===== config.mk =====
export PLATFORM = sky130hd
export DESIGN_NAME = rtam_ctrl
export DESIGN_NICKNAME = d
export VERILOG_FILES = /design/src/rtl/rtam_pkg.sv /design/src/rtl/rtam_ctrl.sv
export SDC_FILE = /design/constraint.sdc
export NUM_CORES = 1
export LEC_CHECK = 0
export BUFFER_PORTS_ARGS = -buffer_cell sky130_fd_sc_hd__buf_4
export CAP_MARGIN = 0
export CORE_ASPECT_RATIO = 0.6
export CORE_MARGIN = 3
export CORE_UTILIZATION = 50
export CTS_CLUSTER_DIAMETER = 200
export DETAILED_ROUTE_END_ITERATION = 7
export PLACE_DENSITY = 0.66
export SETUP_SLACK_MARGIN = 0.02
export SYNTH_ARGS = -nofsm -noshare
export SYNTH_HDL_FRONTEND = slang
export SYNTH_SLANG_ARGS = --single-unit

===== constraint.sdc =====
create_clock -name clk -period 9.7 [get_ports clk]
set_input_delay 1.94 -clock clk [delete_from_list [all_inputs] [get_ports clk]]
set_output_delay 1.94 -clock clk [all_outputs]
set_load 0.005 [all_outputs]

===== src/rtl/rtam_pkg.sv =====
// Shared constants, node record and controller/datapath command types.
`default_nettype none
package rtam_pkg;

    localparam int MAX_ELEMENTS = 1024;
    localparam int NODE_COUNT   = 2 * MAX_ELEMENTS;
    localparam int NODE_BITS    = $clog2(NODE_COUNT);
    localparam int SIZE_BITS    = $clog2(MAX_ELEMENTS) + 1;
    localparam int VALUE_BITS   = 64;
    localparam int STACK_DEPTH  = $clog2(MAX_ELEMENTS) + 1;
    localparam int SP_BITS      = $clog2(STACK_DEPTH + 1);

    localparam logic [VALUE_BITS-1:0] VAL_MAX = {1'b0, {(VALUE_BITS-1){1'b1}}};

    typedef enum logic [1:0] {
        CMD_ASSIGN = 2'd0,
        CMD_ADD    = 2'd1,
        CMD_QUERY  = 2'd2
    } cmd_t;

    typedef struct packed {
        logic [VALUE_BITS-1:0] min_val;
        logic [VALUE_BITS-1:0] add;
        logic [VALUE_BITS-1:0] asg_val;
        logic                  asg_flag;
    } node_rec_t;

    typedef enum logic [2:0] {
        WR_CLEAR   = 3'd0,
        WR_CHILD   = 3'd1,
        WR_PUSHED  = 3'd2,
        WR_TAG_ASG = 3'd3,
        WR_TAG_ADD = 3'd4,
        WR_RECOMP  = 3'd5
    } wr_sel_t;

    typedef struct packed {
        logic                 rd_en;
        logic [NODE_BITS-1:0] rd_addr;
        logic                 cap_x;
        logic                 wr_en;
        logic [NODE_BITS-1:0] wr_addr;
        wr_sel_t              wr_sel;
        logic                 save_a;
        logic                 save_b;
        logic                 acc_init;
        logic                 acc_upd;
        logic                 load_val;
        logic                 out_load;
    } dp_cmd_t;

    typedef struct packed {
        logic out_free;
    } dp_status_t;

endpackage
`default_nettype wire


===== src/rtl/rtam_ctrl.sv =====
// Controller: tree walk sequencer with explicit frame stack and size register.
`default_nettype none
module rtam_ctrl (
    input  wire                             clk,
    input  wire                             rst_n,
    input  wire                             in_valid,
    output logic                            in_stall,
    input  wire  [1:0]                      command,
    input  wire  [rtam_pkg::SIZE_BITS-2:0]  range_start,
    input  wire  [rtam_pkg::SIZE_BITS-1:0]  range_end,
    input  wire                             cfg_wr_en,
    input  wire  [rtam_pkg::SIZE_BITS-1:0]  size_in_use,
    output rtam_pkg::dp_cmd_t               dp_cmd,
    input  rtam_pkg::dp_status_t            dp_status
);
    import rtam_pkg::*;

    typedef struct packed {
        logic [NODE_BITS-1:0] x;
        logic [SIZE_BITS-1:0] lx;
        logic [SIZE_BITS-1:0] rx;
    } span_t;

    typedef struct packed {
        span_t span;
        logic  phase;
    } frame_t;

    typedef enum logic [1:0] {
        CTX_ENTRY  = 2'd0,
        CTX_POST_A = 2'd1,
        CTX_POST_B = 2'd2
    } ctx_t;

    typedef enum logic [9:0] {
        S_CLR    = 10'b0000000001,
        S_IDLE   = 10'b0000000010,
        S_PX_RD  = 10'b0000000100,
        S_PX_CAP = 10'b0000001000,
        S_PA_WR  = 10'b0000010000,
        S_PB_WR  = 10'b0000100000,
        S_PX_WR  = 10'b0001000000,
        S_RET    = 10'b0010000000,
        S_RECOMP = 10'b0100000000,
        S_FIN    = 10'b1000000000
    } state_t;

    function automatic span_t left_of(span_t s);
        logic [SIZE_BITS:0] sum;
        span_t              c;
        sum  = {1'b0, s.lx} + {1'b0, s.rx};
        c.x  = s.x + NODE_BITS'(1);
        c.lx = s.lx;
        c.rx = sum[SIZE_BITS:1];
        return c;
    endfunction

    function automatic span_t right_of(span_t s);
        logic [SIZE_BITS:0]   sum;
        logic [SIZE_BITS-1:0] mid;
        logic [SIZE_BITS-1:0] half;
        span_t                c;
        sum  = {1'b0, s.lx} + {1'b0, s.rx};
        mid  = sum[SIZE_BITS:1];
        half = mid - s.lx;
        c.x  = s.x + NODE_BITS'({half, 1'b0});
        c.lx = mid;
        c.rx = s.rx;
        return c;
    endfunction

    state_t               state_reg, state_next;
    ctx_t                 ctx_reg, ctx_next;
    cmd_t                 op_reg, op_next;
    span_t                cur_reg, cur_next;
    span_t                px_reg, px_next;
    logic [SIZE_BITS-1:0] l_reg, l_next;
    logic [SIZE_BITS-1:0] r_reg, r_next;
    logic [SIZE_BITS-1:0] size_reg, size_next;
    logic [NODE_BITS-1:0] clr_reg, clr_next;
    logic [SP_BITS-1:0]   sp_reg, sp_next;
    frame_t               stack_reg [STACK_DEPTH];
    logic                 stk_wr_en;
    logic [SP_BITS-1:0]   stk_wr_idx;
    frame_t               stk_wr_data;
    logic [SP_BITS-1:0]   top_idx;
    frame_t               top;
    span_t                root;
    logic                 disj;
    logic                 covered;
    logic                 is_leaf;
    logic                 start;

    assign top_idx = sp_reg - SP_BITS'(1);
    assign top     = stack_reg[top_idx];
    assign root    = '{x: '0, lx: '0, rx: size_reg};
    assign disj    = (l_reg >= cur_reg.rx) || (cur_reg.lx >= r_reg);
    assign covered = (cur_reg.lx >= l_reg) && (cur_reg.rx <= r_reg);
    assign is_leaf = (px_reg.rx - px_reg.lx) == SIZE_BITS'(1);
    assign in_stall = (state_reg != S_IDLE);

    // size write is clamped to the legal range
    always_comb
    begin
        size_next = size_reg;
        if (cfg_wr_en)
        begin
            if (size_in_use == '0)
            begin
                size_next = SIZE_BITS'(1);
            end
            else if (size_in_use > SIZE_BITS'(MAX_ELEMENTS))
            begin
                size_next = SIZE_BITS'(MAX_ELEMENTS);
            end
            else
            begin
                size_next = size_in_use;
            end
        end
    end

    always_comb
    begin
        state_next  = state_reg;
        ctx_next    = ctx_reg;
        op_next     = op_reg;
        cur_next    = cur_reg;
        px_next     = px_reg;
        l_next      = l_reg;
        r_next      = r_reg;
        clr_next    = clr_reg;
        sp_next     = sp_reg;
        stk_wr_en   = 1'b0;
        stk_wr_idx  = sp_reg;
        stk_wr_data = '{span: cur_reg, phase: 1'b0};
        start       = 1'b0;
        dp_cmd      = '0;
        dp_cmd.wr_sel = WR_PUSHED;
        case (state_reg)
            S_CLR:
            begin
                dp_cmd.wr_en   = 1'b1;
                dp_cmd.wr_addr = clr_reg;
                dp_cmd.wr_sel  = WR_CLEAR;
                clr_next       = clr_reg + NODE_BITS'(1);
                if (clr_reg == NODE_BITS'(NODE_COUNT - 1))
                begin
                    state_next = S_IDLE;
                end
            end
            S_IDLE:
            begin
                if (in_valid)
                begin
                    dp_cmd.load_val = 1'b1;
                    l_next = {1'b0, range_start};
                    r_next = range_end;
                    case (command)
                        CMD_ASSIGN:
                        begin
                            op_next = CMD_ASSIGN;
                            start   = 1'b1;
                        end
                        CMD_ADD:
                        begin
                            op_next = CMD_ADD;
                            start   = 1'b1;
                        end
                        CMD_QUERY:
                        begin
                            op_next         = CMD_QUERY;
                            dp_cmd.acc_init = 1'b1;
                            start           = 1'b1;
                        end
                        default:
                        begin
                            start = 1'b0;
                        end
                    endcase
                    if (start)
                    begin
                        cur_next   = root;
                        px_next    = root;
                        ctx_next   = CTX_ENTRY;
                        sp_next    = '0;
                        state_next = S_PX_RD;
                    end
                end
            end
            S_PX_RD:
            begin
                dp_cmd.rd_en   = 1'b1;
                dp_cmd.rd_addr = px_reg.x;
                state_next     = S_PX_CAP;
            end
            S_PX_CAP:
            begin
                dp_cmd.cap_x = 1'b1;
                if (is_leaf)
                begin
                    state_next = S_PX_WR;
                end
                else
                begin
                    dp_cmd.rd_en   = 1'b1;
                    dp_cmd.rd_addr = left_of(px_reg).x;
                    state_next     = S_PA_WR;
                end
            end
            S_PA_WR:
            begin
                dp_cmd.wr_en   = 1'b1;
                dp_cmd.wr_addr = left_of(px_reg).x;
                dp_cmd.wr_sel  = WR_CHILD;
                dp_cmd.rd_en   = 1'b1;
                dp_cmd.rd_addr = right_of(px_reg).x;
                state_next     = S_PB_WR;
            end
            S_PB_WR:
            begin
                dp_cmd.wr_en   = 1'b1;
                dp_cmd.wr_addr = right_of(px_reg).x;
                dp_cmd.wr_sel  = WR_CHILD;
                state_next     = S_PX_WR;
            end
            S_PX_WR:
            begin
                dp_cmd.wr_en   = 1'b1;
                dp_cmd.wr_addr = px_reg.x;
                case (ctx_reg)
                    CTX_ENTRY:
                    begin
                        if (disj)
                        begin
                            state_next = S_RET;
                        end
                        else if (covered)
                        begin
                            if (op_reg == CMD_QUERY)
                            begin
                                dp_cmd.acc_upd = 1'b1;
                            end
                            else if (op_reg == CMD_ASSIGN)
                            begin
                                dp_cmd.wr_sel = WR_TAG_ASG;
                            end
                            else
                            begin
                                dp_cmd.wr_sel = WR_TAG_ADD;
                            end
                            state_next = S_RET;
                        end
                        else
                        begin
                            // descend into the left half
                            stk_wr_en   = 1'b1;
                            stk_wr_idx  = sp_reg;
                            stk_wr_data = '{span: cur_reg, phase: 1'b0};
                            sp_next     = sp_reg + SP_BITS'(1);
                            cur_next    = left_of(cur_reg);
                            px_next     = left_of(cur_reg);
                            state_next  = S_PX_RD;
                        end
                    end
                    CTX_POST_A:
                    begin
                        dp_cmd.save_a = 1'b1;
                        px_next       = right_of(cur_reg);
                        ctx_next      = CTX_POST_B;
                        state_next    = S_PX_RD;
                    end
                    CTX_POST_B:
                    begin
                        dp_cmd.save_b = 1'b1;
                        state_next    = S_RECOMP;
                    end
                    default:
                    begin
                        state_next = S_RET;
                    end
                endcase
            end
            S_RET:
            begin
                if (sp_reg == '0)
                begin
                    state_next = (op_reg == CMD_QUERY) ? S_FIN : S_IDLE;
                end
                else if (!top.phase)
                begin
                    // left half done: go right, frame stays
                    stk_wr_en   = 1'b1;
                    stk_wr_idx  = top_idx;
                    stk_wr_data = '{span: top.span, phase: 1'b1};
                    cur_next    = right_of(top.span);
                    px_next     = right_of(top.span);
                    ctx_next    = CTX_ENTRY;
                    state_next  = S_PX_RD;
                end
                else
                begin
                    sp_next = top_idx;
                    if (op_reg != CMD_QUERY)
                    begin
                        cur_next   = top.span;
                        px_next    = left_of(top.span);
                        ctx_next   = CTX_POST_A;
                        state_next = S_PX_RD;
                    end
                end
            end
            S_RECOMP:
            begin
                dp_cmd.wr_en   = 1'b1;
                dp_cmd.wr_addr = cur_reg.x;
                dp_cmd.wr_sel  = WR_RECOMP;
                state_next     = S_RET;
            end
            S_FIN:
            begin
                if (dp_status.out_free)
                begin
                    dp_cmd.out_load = 1'b1;
                    state_next      = S_IDLE;
                end
            end
            default:
            begin
                state_next = S_IDLE;
            end
        endcase
    end

    always_ff @(posedge clk)
    begin
        if (stk_wr_en)
        begin
            stack_reg[stk_wr_idx] <= stk_wr_data;
        end
        cur_reg <= cur_next;
        px_reg  <= px_next;
        l_reg   <= l_next;
        r_reg   <= r_next;
    end

    always_ff @(posedge clk or negedge rst_n)
    begin
        if (!rst_n)
        begin
            state_reg <= S_CLR;
            ctx_reg   <= CTX_ENTRY;
            op_reg    <= CMD_QUERY;
            size_reg  <= SIZE_BITS'(MAX_ELEMENTS);
            clr_reg   <= '0;
            sp_reg    <= '0;
        end
        else
        begin
            state_reg <= state_next;
            ctx_reg   <= ctx_next;
            op_reg    <= op_next;
            size_reg  <= size_next;
            clr_reg   <= clr_next;
            sp_reg    <= sp_next;
        end
    end

endmodule
`default_nettype wire


# Word-level counts from Yosys, hierarchy flattened
# Memory sizes are Yosys's and may differ from the RTL's.
# Index checks and enable logic that the tools add are counted.
# Widths: inputs -> output; s select.
# word_totals
ff_bits,127
ramBits,374
in_bits,39
out_inout_bits,35
wordCells,178
n_memories,1
# mem_list
name,words,word_bits,read_ports,rd_ports_with_merged_regs,write_ports,line,source
stack_reg,11,34,1,0,1,rtam_ctrl.sv:82,frame_t stack_reg [STACK_DEPTH];
# classes
n_addsub,16
magnitude_cmp,5
eq_ne,34
muxes,88
n_bitwise,1
n_reduce_logical,19
# op_table
operator,n
$mux 33,13
$pmux 33 s3,2
$mux 34,3
$pmux 10 s10,1
$mux 10,9
$pmux 15 s5,1
$pmux 33 s2,1
$add 11x1->11 const B,4
$add 11x11->11,4
$mux 4,10
$pmux 12 s3,1
$pmux 10 s3,1
$sub 10x10->10,3
$mux 1,25
$add 11x11->12,2
$reduce_and 8->1,3
$mux 11,2
$ne 2x2->1 const B,8
$mux 3,5
$mux 2,7
$mux 12,1
$pmux 2 s3,2
$pmux 4 s3,1
$reduce_and 6->1,2
other kinds (42),52

# Logic depth before layout (Yosys ltp)
# Gate-level depths: netlist of run 1.
# depth
word_depth,8
mapped_depth,41
depth_no_buf,29

# Worst setup path before layout of run 1
# OpenSTA, ideal clock, no wires.
# synth_timing
path_kind,reg2reg
startpoint,register sp_reg[0]
endpoint,"register cur_reg[32] (netlist bit), data pin"
setup_ps,256
arrival_ps,7378
t_required_ps,9444
setup_slack_ps,2066
stages_incl_launch_ff,40
path_buffers,12
period_less_slack_ps,7634
path_cell_list,dfrtp_1 > buf_6 > buf_8 > buf_8 > buf_6 > buf_6 > buf_6 > buf_2 > inv_1 > ha_1 > buf_2 > buf_2 > buf_2 > buf_2 > clkbuf_1 > mux4_2 > mux2i_1 > nand2_1 > (+4 left out) > o21ai_0 > nand2b_1 > a41oi_2 > xnor2_1 > inv_1 > ha_1 > a21boi_0 > a41o_1 > o41ai_1 > xnor2_1 > ha_1 > nand2_1 > o21ai_0 > xnor2_1 > xnor2_1 > xnor2_1 > a21oi_1 > a22o_1
# synth_rtl
item,line,source
"start, declared",rtam_ctrl.sv:81,"logic [SP_BITS-1:0] sp_reg, sp_next;"
"start signal, assigned",rtam_ctrl.sv:365,sp_reg <= sp_next;
"end signal, assigned",rtam_ctrl.sv:341,cur_reg <= cur_next;
"end, declared",rtam_ctrl.sv:75,"span_t cur_reg, cur_next;"

==> results of run 1 <==
-- power groups by stage --
stage / clock network (uW) / logic (uW) / registers, uW
6_report: 1830 / 6710 / 2680
5_1_grt: 1960 / 7200 / 2690
3_3_place_gp: 0 / 6250 / 2720
4_1_cts: 1860 / 6460 / 2680
3_5_place_dp: 0 / 6420 / 2720
2_1_floorplan: 0 / 4690 / 2640
-- worst max-delay path, delay by kind of cell, from the launching register on --
kind	cells	cell delay (ps)
mux	2	500
simple gates	2	130
xor+xnor	5	840
flops	1	850
buf+inv	4	970
compound gates	11	2380
fa+ha+maj	4	1940
-- cells by family (layout without fill, tap and decap cells) --
kind of cell,after synthesis,count (layout),share of synthesized area (%)
compound gates,495,495,11.6
xor+xnor,111,111,3.79
fa+ha+maj,156,156,7.50
buf+inv,244,352,3.86
flops,501,501,55.0
mux,165,165,9.38
other cells,0,1,0
simple gates,523,523,8.88
-- area by class of cell --
cell class	count	area, um2	area share [%]
Inverter	152	571	1.91
Multi-Input combinational cell	1450	11200	37.6
Clock buffer	55	1220	4.06
Antenna cell	1	2.50	0.00836
Clock inverter	28	283	0.945
Sequential cell	501	14900	49.6
Tap cell	703	880	2.94
Timing Repair Buffer	117	878	2.93
-- placed cells by master, fill, tap and decap left out, types with 13 or more instances in the layout --
cell / count
a21o_1: 32
a21oi_1: 142
a22oi_1: 13
a31oi_1: 18
and3_1: 15
buf_4: 117
clkbuf_16: 47
dfrtp_1: 36
edfxtp_1: 461
ha_1: 144
inv_1: 152
mux2_2: 20
mux2i_1: 76
mux4_2: 68
nand2_1: 178
nand2b_1: 15
nand3_1: 30
nand4_1: 13
nor2_1: 155
nor2b_1: 21
nor3_1: 30
o211ai_1: 13
o21ai_0: 114
o21bai_1: 13
o22ai_1: 30
xnor2_1: 73
xor2_1: 33
-- stage by stage --
stage               cells  instance area [um2]  worst slack [ps]  hold WS, ps  util (%)
finish               3007                29900              1750          516      56.5
detailed placement   2923                28400              1850          503      53.7
global placement     2923                28400              2120          495      53.7
global route         3006                29900              1100          535      56.5
CTS                  3006                29900              1810          516      56.5
floorplan            2195                27000              2070          450         -
-- layer usage --
layer / wire (um) / vias up / track usage, %
li1: - / 8366 / -
met1: 34800 / 9217 / 40.5
met2: 30000 / 948 / 36.2
met3: 8200 / 100 / 7.29
met4: 1070 / 0 / 4.43
met5: 0 / - / 0
-- worst paths after layout --
path,start,endpoint
setup / recovery,sp_reg[0]$_DFFE_PN0P_,cur_reg[32]$_DFFE_PP_
max in group asynchronous,rst_n,sp_reg[0]$_DFFE_PN0P_
min in group asynchronous,rst_n,clr_reg[2]$_DFFE_PN0N_
setup reg to reg,sp_reg[0]$_DFFE_PN0P_,cur_reg[32]$_DFFE_PP_
hold / removal,size_reg[0]$_DFFE_PN0P_,size_reg[0]$_DFFE_PN0P_
hold reg to reg,size_reg[0]$_DFFE_PN0P_,size_reg[0]$_DFFE_PN0P_
==> impl_metrics.toml, run 1 <==
[status]
status = "complete, no violations"

[sta]
finalCritPeriodShare_pct = 82.0
setup_viol = 0
tns_ps = 0
slew_headroom_pct = 6.07
fmax_mhz = 126
finalClockSkew_ps = 32.6
layout_min_cycle_time_ps = 7950
finalHoldViolCount = 0
worst_pin_slew_ps = 1390
rsz0062_at_grt = "false"
drv_slew = 0

[logic_synthesis]
yosys-top-cells-count = "edfxtp_1, nand2_1, nor2_1"
synth_largest_area_cell = "edfxtp_1"
ys.flop_type = "edfxtp_1"
yosysWarningCount = 0
netlist_instances = 2195
synth_fp_nets = 2389
ys_seq_elements = 501
synth.most_common_cell = "edfxtp_1"
synth.top_cell.area_share_pct = 51.3
synth_cell_type_count = 88
syn-cell-area_um2 = 27000
seq_area_frac_synth_pct = 55.0
synth_area_leaders = "edfxtp_1, ha_1, mux4_2"
synth-edff-count = 461
async_reset_ff_share_pct = 7.98
avgSynthCellArea_um2 = 12.3

[critical_path]
slowest_delay_ps = 850
cp_max_fo = 63
cp_data_arrival_time_ps = 8280
r2r_setup_slack_ps = 1750
slowest_stage = "dfrtp_4"
cpMostUsedCell = "xnor2_1"
critical_path_class = "reg -> reg"
reg2reg_depth = 28
required_ps = 10020
crit_path_end_kind = "flop"
worst_setup_path_start_kind = "flop"

[floorplan]
core_area_um2 = 52900
io_pins = 74
die_h_um = 186
die_x_um = 306
initial_core_util_pct = 51.0
fp.dieArea_um2 = 56900
rows = 65

[clocking]
numCtsBuffers = 46
clkLatencyLatePin_ps = 590
cts_tree = "done"
htreeDepth = 2
cts_hold_buffers = 0
cts_sinks = 501
post_cts_resized = 0
cts_root_buf = "clkbuf_16"
clk_path_buf_depth = 3
clk_pin_slew_worst_paths_ps = 70
cts_setup_buffers = 0

[pwr]
powerDensity_nw_per_um2 = 375
ir_worst_vdd_v = 0.000677
swShare_pct = 45.1
internal-power_uw = 6160
power_switching_uw = 5060
power_uw = 11200
power_leakage_uw = 0.0111
p_clk_share_pct = 16.3
seqPwrFrac_pct = 23.9
power_frac_comb_pct = 59.8

[layout]
fin_nets = 2462
largest_register_ffs = 374
final_layout_size_suffix_gt1_share_pct = 13.9
num-fill-cells = 4325
area_growth_pct = 10.9

[placed_design]
portBuffers = 73
dp_hpwl_um = 51300
gp_congestion = 0.952

[global_routing]
grt_pass1_vias = 17900
antenna_found_initial = 1
grt_pass1_wl_um = 111000
track_usage_pct = 25.9
grt_start_max_net_pins = 64
grt_overflow = 0

[run]
drv_cap = 0

[drt]
totalWireLength_um = 74100
first_iter_violations = 2103
post_drt_wl_per_cell_um = 24.6
via_count = 18600
route.detailed.drc = 0
dr.pass1.iters = 5
ant_nets = 0
vias_per_cell = 6.20

[hold_path]
hp-class = "reg -> reg"
min_path_cells = 2
(Power assumes the default switching activity.)
==> run 2: changes to the inputs <==
==> constraint.sdc (replaced) <==
create_clock -name clk -period 7.99 [get_ports clk]
set_input_delay 1.598 -clock clk [delete_from_list [all_inputs] [get_ports clk]]
set_output_delay 1.598 -clock clk [all_outputs]
set_load 0.005 [all_outputs]
==> impl_metrics.toml, run 2 (same netlist as run 1, synthesis figures left out) <==
[sta]
rsz0062_at_grt = "false"
finalClockSkew_ps = 31.2
setup_viol = 0
fmax_mhz = 139
layout_min_cycle_time_ps = 7200
tns_ps = 0
drv_slew = 0
worst_pin_slew_ps = 1330
slew_headroom_pct = 10.5
finalCritPeriodShare_pct = 90.1
finalHoldViolCount = 0

[critical_path]
reg2reg_from = "sp_reg[0]$_DFFE_PN0P_"
crit_path_cell_trace = "ha_1 > fa_1 > nor2b_1 > o21bai_1 > nand2_1 > xnor2_1 > ha_1 > a21boi_0 > o21ai_0 > nor2b_1 > xnor2_1 > ha_1 > nor3_1 > a211o_1 > o21ai_0 > xnor3_1 > xnor2_1 > o221ai_1 > buf_4"
slowest_stage = "xnor2_1"
slowest_delay_ps = 450
cp_max_fo = 3
cp_num_buf_inv = 1
crit_path_end_kind = "output pin"
critical_path_class = "reg -> out"
crit_family = "compound AO/OA/AOI/OAI gates"
r2r_setup_slack_ps = 820
worst_setup_path_start_kind = "flop"
cp_data_arrival_time_ps = 5600
required_ps = 6390
cp.depth = 19
r2r-end = "cur_reg[32]$_DFFE_PP_"
critPathCapture = "dp_cmd[19]"
reg2reg_depth = 26
startpoint = "px_reg[11]$_DFFE_PP_"

[drt]
post_drt_wl_per_cell_um = 24.5
vias_per_cell = 6.15
via_count = 18600
route.detailed.drc = 0
ant_nets = 0
totalWireLength_um = 74000
first_iter_violations = 2256
dr.pass1.iters = 6

[clocking]
cts_root_buf = "clkbuf_16"
cts_sinks = 501
numCtsBuffers = 46
clkLatencyLatePin_ps = 610
post_cts_resized = 0
cts_tree = "done"
clk_path_buf_depth = 3
cts_hold_buffers = 0
clk_pin_slew_worst_paths_ps = 60
htreeDepth = 2
cts_setup_buffers = 0

[hold_path]
min_path_cells = 2
hp-class = "reg -> reg"

[floorplan]
die_x_um = 306
rows = 65
io_pins = 74
core_area_um2 = 52900
fp.dieArea_um2 = 56900
die_h_um = 186
initial_core_util_pct = 51.0

[placed_design]
portBuffers = 73
gp_congestion = 0.926
dp_hpwl_um = 52400

[layout]
final_layout_size_suffix_gt1_share_pct = 14.3
final_cell_mix = "edfxtp_1, nand2_1, nor2_1"
final_util_pct = 56.8
final_common_cell = "edfxtp_1"
area_growth_pct = 11.3
fin_nets = 2471
largest_register_ffs = 374
num-fill-cells = 4246

[global_routing]
grt_overflow = 0
grt_pass1_wl_um = 110000
grt_pass1_vias = 17900
track_usage_pct = 25.8
antenna_found_initial = 1
grt_start_max_net_pins = 63

[pwr]
powerDensity_nw_per_um2 = 453
ir_worst_vdd_v = 0.000893
power_leakage_uw = 0.0112

[status]
status = "complete, no violations"

[run]
drv_cap = 0
## run 2: worst register-to-register path, cell delays in order, from the launching register on
cell	delay, ps
dfrtp_4	680
inv_1	230
ha_4	710
buf_4	430
mux4_2	250
mux2i_1	60
a21oi_1	470
inv_1	190
fa_1	460
xnor2_1	370
inv_1	110
fa_1	440
nor2b_1	120
o21ai_0	80
nand2_1	100
a21oi_1	70
nor2b_1	140
nor2_1	70
xnor2_1	140
ha_1	230
o41ai_1	570
o21ai_0	220
xnor2_1	200
xnor2_1	150
xnor2_1	130
a21oi_1	100
a22o_1	210
## run 2: area by class of cell
class / count / area [um2] / area share, %
Clock buffer: 52 / 1190 / 3.97
Antenna cell: 2 / 5.00 / 0.0167
Clock inverter: 32 / 338 / 1.12
Multi-Input combinational cell: 1450 / 11200 / 37.4
Timing Repair Buffer: 126 / 971 / 3.23
Sequential cell: 501 / 14900 / 49.4
Tap cell: 703 / 880 / 2.93
Inverter: 152 / 571 / 1.90
## run 2: metal layers
metal,vias up,GRT usage [%],share of wire (%)
li1,8410,-,-
met1,9106,40.0,47
met2,928,35.6,40
met3,127,7.76,11
met4,0,5.62,2.1
met5,-,0,0
## run 2: through the flow
stage | power [uW] | worst slack, ps | cells | instance area [um2] | hold WS [ps]
2_1_floorplan | 8900 | 356 | 2195 | 27000 | 450
3_3_place_gp | 10900 | 1000 | 2932 | 28500 | 488
3_5_place_dp | 11100 | 909 | 2932 | 28500 | 500
4_1_cts | 13400 | 885 | 3016 | 30100 | 512
5_1_grt | 14400 | 150 | 3016 | 30100 | 535
6_report | 13600 | 789 | 3018 | 30100 | 514
## run 2: how the worst min path moves through the flow
stage                       startpoint                      end  slack, ps
3_5_place_dp     op_reg[1]$_DFFE_PN1P_    op_reg[1]$_DFFE_PN1P_        500
6_report         op_reg[1]$_DFFE_PN1P_    op_reg[1]$_DFFE_PN1P_        510
3_3_place_gp   size_reg[0]$_DFFE_PN0P_  size_reg[0]$_DFFE_PN0P_        490
4_1_cts          op_reg[1]$_DFFE_PN1P_    op_reg[1]$_DFFE_PN1P_        510
5_1_grt        size_reg[0]$_DFFE_PN0P_  size_reg[0]$_DFFE_PN0P_        530
2_1_floorplan  size_reg[0]$_DFFE_PN0P_  size_reg[0]$_DFFE_PN0P_        450
## run 2: report_power, final
part	leakage, uW	internal, uW	switching [uW]
sequential	0.00473	3080	166
combinational	0.00572	3170	4920
clock	0.000751	1250	1010
